**src/rtl/vpp_pkg.sv**
```systemverilog
package vpp_pkg;

    // field and datapath widths
    localparam int POS_W   = 16;
    localparam int COEF_W  = 16;
    localparam int PRD_W   = POS_W + COEF_W;
    localparam int DOT_W   = 34;
    localparam int ROW_W   = 64;
    localparam int SIZE_W  = 13;
    localparam int OUT_W   = 24;
    localparam int CFG_IDX_W = 3;

    // output clamp limits
    localparam logic signed [OUT_W-1:0] OUT_MAX = 24'sh7FFFFF;
    localparam logic signed [OUT_W-1:0] OUT_MIN = 24'sh800000;

    // register reset values
    localparam logic [ROW_W-1:0]  ROW_X_RST  = 64'h0000_0000_0000_1000;
    localparam logic [ROW_W-1:0]  ROW_Y_RST  = 64'h0000_0000_1000_0000;
    localparam logic [ROW_W-1:0]  ROW_W_RST  = 64'h1000_0000_0000_0000;
    localparam logic [SIZE_W-1:0] WIDTH_RST  = 13'd640;
    localparam logic [SIZE_W-1:0] HEIGHT_RST = 13'd480;

    // register indexes
    typedef enum logic [CFG_IDX_W-1:0] {
        CFG_ROW_X,
        CFG_ROW_Y,
        CFG_ROW_W,
        CFG_WIDTH,
        CFG_HEIGHT
    } t_cfg_idx;

    typedef struct packed {
        logic signed [POS_W-1:0] pos_x;
        logic signed [POS_W-1:0] pos_y;
        logic signed [POS_W-1:0] pos_z;
    } t_vpp_in;

    typedef struct packed {
        logic signed [OUT_W-1:0] screen_x;
        logic signed [OUT_W-1:0] screen_y;
        logic                    visible;
        logic                    saturated;
    } t_vpp_out;

endpackage

```
**src/rtl/vpp_map.sv**
```systemverilog
module vpp_map #(
    parameter int FracBits = 4,
    localparam int SW = vpp_pkg::SIZE_W + FracBits,
    localparam int TW = vpp_pkg::DOT_W + 1,
    localparam int PW = TW + SW,
    localparam int NW = PW + 1,
    localparam int DW = vpp_pkg::DOT_W + 1
) (
    input  logic                             i_clk,
    input  logic                             i_rst_n,
    input  logic                             i_en,
    input  logic                             i_vld,
    input  logic signed [vpp_pkg::DOT_W-1:0] i_cx,
    input  logic signed [vpp_pkg::DOT_W-1:0] i_cy,
    input  logic signed [vpp_pkg::DOT_W-1:0] i_cw,
    input  logic [vpp_pkg::SIZE_W-1:0]       i_width,
    input  logic [vpp_pkg::SIZE_W-1:0]       i_height,
    output logic                             o_vld,
    output logic                             o_vis,
    output logic [NW-1:0]                    o_num_x,
    output logic [NW-1:0]                    o_num_y,
    output logic                             o_neg_x,
    output logic                             o_neg_y,
    output logic [DW-1:0]                    o_den
);
    import vpp_pkg::*;

    logic [SW-1:0]          scl_x;
    logic [SW-1:0]          scl_y;
    logic signed [SW:0]     sscl_x;
    logic signed [SW:0]     sscl_y;

    logic                   r_vld1, r_vld2, r_vld3, r_vld4;
    logic                   r_vis1, r_vis2, r_vis3, r_vis4;
    logic signed [TW-1:0]   r_tx, r_ty;
    logic signed [DOT_W-1:0] r_cw1, r_cw2;
    logic signed [PW-1:0]   r_px, r_py;
    logic signed [NW-1:0]   r_nx, r_ny;
    logic [DW-1:0]          r_den3, r_den4;
    logic [NW-1:0]          r_mx, r_my;
    logic                   r_negx, r_negy;

    // viewport scale in output fraction units
    always_comb begin
        scl_x  = SW'(i_width) << FracBits;
        scl_y  = SW'(i_height) << FracBits;
        sscl_x = $signed({1'b0, scl_x});
        sscl_y = $signed({1'b0, scl_y});
    end

    always_ff @(posedge i_clk) begin
        if (!i_rst_n) begin
            r_vld1 <= 1'b0;
            r_vld2 <= 1'b0;
            r_vld3 <= 1'b0;
            r_vld4 <= 1'b0;
        end else if (i_en) begin
            // offsets from the clip edges, w sign test
            r_vld1 <= i_vld;
            r_tx   <= TW'(i_cx) + TW'(i_cw);
            r_ty   <= TW'(i_cw) - TW'(i_cy);
            r_cw1  <= i_cw;
            r_vis1 <= !i_cw[DOT_W-1] && (i_cw != '0);
            // scale by surface size
            r_vld2 <= r_vld1;
            r_px   <= r_tx * sscl_x;
            r_py   <= r_ty * sscl_y;
            r_cw2  <= r_cw1;
            r_vis2 <= r_vis1;
            // rounding bias and divisor 2w
            r_vld3 <= r_vld2;
            r_nx   <= NW'(r_px) + NW'(r_cw2);
            r_ny   <= NW'(r_py) + NW'(r_cw2);
            r_den3 <= DW'({r_cw2, 1'b0});
            r_vis3 <= r_vis2;
            // magnitude for floor division, negatives biased by divisor - 1
            r_vld4 <= r_vld3;
            r_negx <= r_nx[NW-1];
            r_negy <= r_ny[NW-1];
            r_mx   <= r_nx[NW-1] ? NW'(NW'(r_den3) - NW'(1) - r_nx) : NW'(r_nx);
            r_my   <= r_ny[NW-1] ? NW'(NW'(r_den3) - NW'(1) - r_ny) : NW'(r_ny);
            r_den4 <= r_den3;
            r_vis4 <= r_vis3;
        end
    end

    assign o_vld   = r_vld4;
    assign o_vis   = r_vis4;
    assign o_num_x = r_mx;
    assign o_num_y = r_my;
    assign o_neg_x = r_negx;
    assign o_neg_y = r_negy;
    assign o_den   = r_den4;

endmodule

```
**config.mk**
```make
export PLATFORM = sky130hd
export DESIGN_NAME = vpp_map
export DESIGN_NICKNAME = d
export VERILOG_FILES = /design/src/rtl/vpp_pkg.sv /design/src/rtl/vpp_map.sv
export SDC_FILE = /design/constraint.sdc
export NUM_CORES = 2
export LEC_CHECK = 0
export BUFFER_PORTS_ARGS = -buffer_cell sky130_fd_sc_hd__buf_2
export CAP_MARGIN = 0
export CORE_UTILIZATION = 40
export DETAILED_ROUTE_END_ITERATION = 10
export PLACE_DENSITY = 0.54
export SYNTH_ARGS = -nofsm -noshare
export SYNTH_HDL_FRONTEND = slang
export SYNTH_SLANG_ARGS = --single-unit
```
**constraint.sdc**
```tcl
create_clock -name i_clk -period 18.5 [get_ports i_clk]
set_clock_uncertainty 0.15 [all_clocks]
set_input_delay 1.85 -clock i_clk [delete_from_list [all_inputs] [get_ports i_clk]]
set_output_delay 1.85 -clock i_clk [all_outputs]
set_load 0.05 [all_outputs]
```
# ---- Yosys cells after proc, flatten, opt, wreduce, memory -nomap -nowiden
# Index checks and enable logic that the tools add are counted.
dict set report totals {
  regBits 524
  latch_bits 0
  ram_bits 0
  rom_bits 0
  inputBits 132
  word_cells 39
  n_memories 0
}
dict set report op_classes {
  addsub 7
  multipliers 2
  n_div 0
  n_lt_le_gt_ge 0
  n_eq_ne 0
  shifts 0
  muxes 2
  bitwise 0
  reduce_logical 4
}
# op n
set op_table {}
lappend op_table {{adder 52 x 34 -> 53 bit} 2}
lappend op_table {{subtractor 53 bit} 2}
lappend op_table {{two-way mux 52 bit} 2}
lappend op_table {{multiplier 35 x 14 -> 48 bit} 2}
lappend op_table {{subtractor 35 x 1 -> 36 bit, second input constant} 1}
lappend op_table {{adder 34 x 34 -> 35 bit} 1}
lappend op_table {{subtractor 34 x 34 -> 35 bit} 1}
lappend op_table {{nonzero test 34 bit} 1}
lappend op_table {{AND reduction 2 bit} 1}
lappend op_table {{logical AND 1 bit} 1}
lappend op_table {{logical NOT 1 bit} 1}

# ---- Longest topological paths before layout
dict set report depth {
  depth_word 3
  mapped_depth 27
  ltp_nobuf 25
}

# ---- Worst setup path before layout
# OpenSTA, ideal clock, no wires.
dict set report synth_timing {
  path_kind {in2reg}
  from {input port i_en}
  to {register r_den4[10], in the netlist o_den[10] (enable)}
  setup_time_ps 941
  t_arrival_ps 13626
  required_time_ps 17409
  setup_slack_ps 3783
  cell_stages 2
  path_buffers 1
  cell_sequence {clkbuf_1 > and2_1}
}
dict set report synth_via {
  elab_chain_len 1
}
# element line_no
set synth_rtl {}
lappend synth_rtl {{from (decl)} vpp_map.sv:11} ;# input logic i_en,
lappend synth_rtl {{AND reduction 2 bit (no line)} -}
lappend synth_rtl {{to (signal assigned)} vpp_map.sv:82} ;# r_den4 <= r_den3;
lappend synth_rtl {{to (decl)} vpp_map.sv:39} ;# logic [DW-1:0] r_den3, r_den4;
# No other way between the ends.
# A chain may end at the register's enable or synchronous reset.

# ---- Final worst setup path
dict set report layout_timing {
  from {input port i_height[3] (netlist name)}
  to {register r_py[51], data pin}
}
dict set report layout_via {
  elab_chain_len 1
}
# element line_no
set layout_rtl {}
lappend layout_rtl {{from (decl)} vpp_map.sv:17} ;# input logic [vpp_pkg::SIZE_W-1:0] i_height,
lappend layout_rtl {{multiplier 35 x 14 -> 48 bit} vpp_map.sv:67} ;# r_py <= r_ty * sscl_y;
lappend layout_rtl {{to (signal assigned)} vpp_map.sv:67}
lappend layout_rtl {{to (decl)} vpp_map.sv:37} ;# logic signed [PW-1:0] r_px, r_py;
# No other way between the ends.

==> run_results.csv <==
group,metric,value,unit
synthesis,syn_area_per_cell,9.679,sq um
sta,slew_viol_final,0,
synthesis,synth_edf_count,512,
synthesis,synthesis.nets,7837,
global_routing,grt_pass1_wl,269900,microns
status,status,"completed",
layout,seq_area,15450,sq um
sta,hold_viol,0,
sta,finalCriticalPeriod,8551,ps
drt,post-route-drc-count,0,
layout,drive_above_1_share,0.06635,
drt,vias,44540,
layout,n_fill_cell,15010,
clocking,cts-resized-gates,0,
synthesis,syn_inst,6405,
clocking,root_buffer,"clkbuf_16",
floorplan,die_w,395.7,microns
clocking,ctsLongestPathBuffers,3,
clocking,post_cts_buffers,0,
floorplan,ios,277,
sta,setup_viol,0,
place,place.gp.congestion,0.8945,
floorplan,initial_utilization,0.4029,
setup_path,arrival,8800,ps
place,portBuffers,275,
synthesis,yosysUniqueCellTypes,102,
synthesis,yosysSeqAreaShare,0.2493,
setup_path,worstPathRequired,18750,ps
floorplan,rows,144,
clocking,cts_made_buffers,66,
floorplan,die_h,395.7,microns
synthesis,syn_area,61990,sq um
layout,area_delta_synth_final,8.467,%
layout,multi_input_area,41360,sq um
drt,post_drt_wl_per_cell,20.38,microns
setup_path,slowest_delay,530,ps
setup_path,slowest_stage,"fa_1",
drt,drt_iter0_drc,3048,
sta,rsz0062_at_grt,"false",
setup_path,crit_path_start_kind,"primary input",
clocking,cts.sinks,516,
clocking,postCtsHoldBufs,0,
global_routing,grt.total_usage,0.2246,
synthesis,ys_ff_latch,516,
sta,fin_tns_setup,0,ps
run,maxCapViolCount,0,
clocking,tritoncts,"yes",
drt,drtPass1Iterations,6,
drt,vias_per_cell,5.160,
clocking,path_clk_slew,60,ps
synthesis,yosys_most_used_dff,"edfxtp_1",
place,hpwl,139000,microns
sta,fmax,116.9,MHz
setup_path,crit_type,"primary input to register",
global_routing,grt_max_degree,98,
global_routing,overflow,0,
layout,nNetsFinal,7971,
worst_hold_path,hold_class,"register to register",
drt,ant_nets,0,
floorplan,core,153900,sq um
sta,max_slew_margin,0.3298,
global_routing,antenna_found_initial,16,
drt,drt_wl_total,175900,microns
global_routing,grt_pass1_vias,45040,
synthesis,async_flop_share,0,
synthesis,ys_warn_count,0,
setup_path,crit_path_end_kind,"register",
clocking,clkLatencyLatePin,650,ps
floorplan,die_area,156600,sq um
sta,tightestPinTransition,1005,ps
setup_path,worstPathMaxFanout,35,
clocking,htreeDepth,3,
sta,timing.final.crit_share,0.4622,
[sequential cells by signal, indices dropped and copies added, names as in the netlist, 30 cells and up]
register and flops:
r_ny 49, o_num_x 53, r_nx 53, r_ty 35, r_den3 30, r_cw1 34, r_px 48, r_py 48
r_cw2 34, o_den 34, r_tx 35, o_num_y 53
[layer usage]
metal | routed length (microns) | vias to the layer above | part of all wire | GRT usage
met1 | 86760 | 21890 | 0.49 | 0.3399
met4 | 5288 | 20 | 0.030 | 0.06853
met5 | 123 | - | 0.00070 | 0
met3 | 11960 | 198 | 0.068 | 0.03921
li1 | - | 21190 | - | -
met2 | 71780 | 1249 | 0.41 | 0.3242
[final cells by class]
| class | instances | area share |
|---|---|---|
| diodes | 2 | 0.00007443 |
| clock buffers | 76 | 0.02544 |
| clock inverters | 39 | 0.005043 |
| inverters | 1153 | 0.06436 |
| multi-input cells | 4512 | 0.6151 |
| flip-flops and latches | 516 | 0.2298 |
| well taps | 2044 | 0.03803 |
| repair buffers | 290 | 0.02214 |
[logic make-up (layout without fill, tap and decap cells)]
kind of cell | Yosys count | count (layout) | synth area share
xor gates and xnor gates | 349 | 349 | 0.04931
and+or+nand+nor | 1752 | 1752 | 0.1378
adders and majority gates | 1300 | 1300 | 0.3614
buffers and inverters | 1377 | 1558 | 0.08360
AOI/OAI and AO/OA | 1076 | 1076 | 0.1128
muxes | 34 | 34 | 0.005611
other | 1 | 3 | 0.00006049
DFF | 516 | 516 | 0.2493
[final timing paths]
path / from / end / slack, ps / cells after the start
setup / recovery: i_height[3] / r_py[51] / 9950 / 26
hold / removal: r_cw1[28] / r_cw2[28] / 260 / 0
setup reg to reg: r_ty[6] / r_py[51] / 10770 / 25
hold reg to reg: r_cw1[28] / r_cw2[28] / 260 / 0
[stage by stage]
step                      cell area, sq um  std cells  setup slack (ps)  hold WS [ps]    util
final                                67240       8632              9949         263.7  0.4370
after global routing                 67240       8630              9575         271.7  0.4370
after global placement               65190       8515              9319         251.2  0.4237
after CTS                            67240       8630             10020         265.3  0.4370
after floorplan                      61990       6405              3783         250.3       -
after detailed placement             65190       8515              9302         254.5  0.4237
[cells in the mapped netlist, types with 58 or more instances]
library cell | instances | share of area
xor2_1 | 119 | 0.017
inv_1 | 1153 | 0.070
fa_1 | 818 | 0.26
nand3_1 | 73 | 0.0059
xnor2_1 | 230 | 0.032
edfxtp_1 | 512 | 0.25
and2_1 | 404 | 0.041
clkbuf_1 | 217 | 0.013
nor3_1 | 76 | 0.0061
nand4_1 | 58 | 0.0059
nor2_1 | 187 | 0.011
a21o_1 | 203 | 0.025
ha_1 | 482 | 0.097
a21oi_1 | 325 | 0.026
nand2_1 | 752 | 0.046
o21ai_0 | 201 | 0.016
[worst max-delay path, delay by kind of cell]
family | cells | cell delay, ps
xor+xnor | 1 | 90
compound gates | 9 | 2400
fa+ha+maj | 7 | 3300
buf+inv | 7 | 610
simple gates | 2 | 510
[cells in the final DEF, fill, tap and decap left out, types with 52 or more instances in the layout]
| cell type | synthesis | routed |
|---|---|---|
| inv_1 | 1153 | 1153 |
| fa_1 | 818 | 818 |
| nand2_1 | 752 | 752 |
| edfxtp_1 | 512 | 512 |
| ha_1 | 482 | 482 |
| and2_1 | 404 | 403 |
| a21oi_1 | 325 | 325 |
| buf_2 | 0 | 275 |
| xnor2_1 | 230 | 230 |
| a21o_1 | 203 | 203 |
| o21ai_0 | 201 | 201 |
| nor2_1 | 187 | 187 |
| xor2_1 | 119 | 119 |
| nor3_1 | 76 | 76 |
| nand3_1 | 73 | 73 |
| clkbuf_16 | 0 | 67 |
| nand4_1 | 58 | 58 |
| o21bai_1 | 52 | 52 |
Power is left out: the tool's default activity adds up to more than one toggle a clock period on the data nets, which glitch-free logic cannot reach.
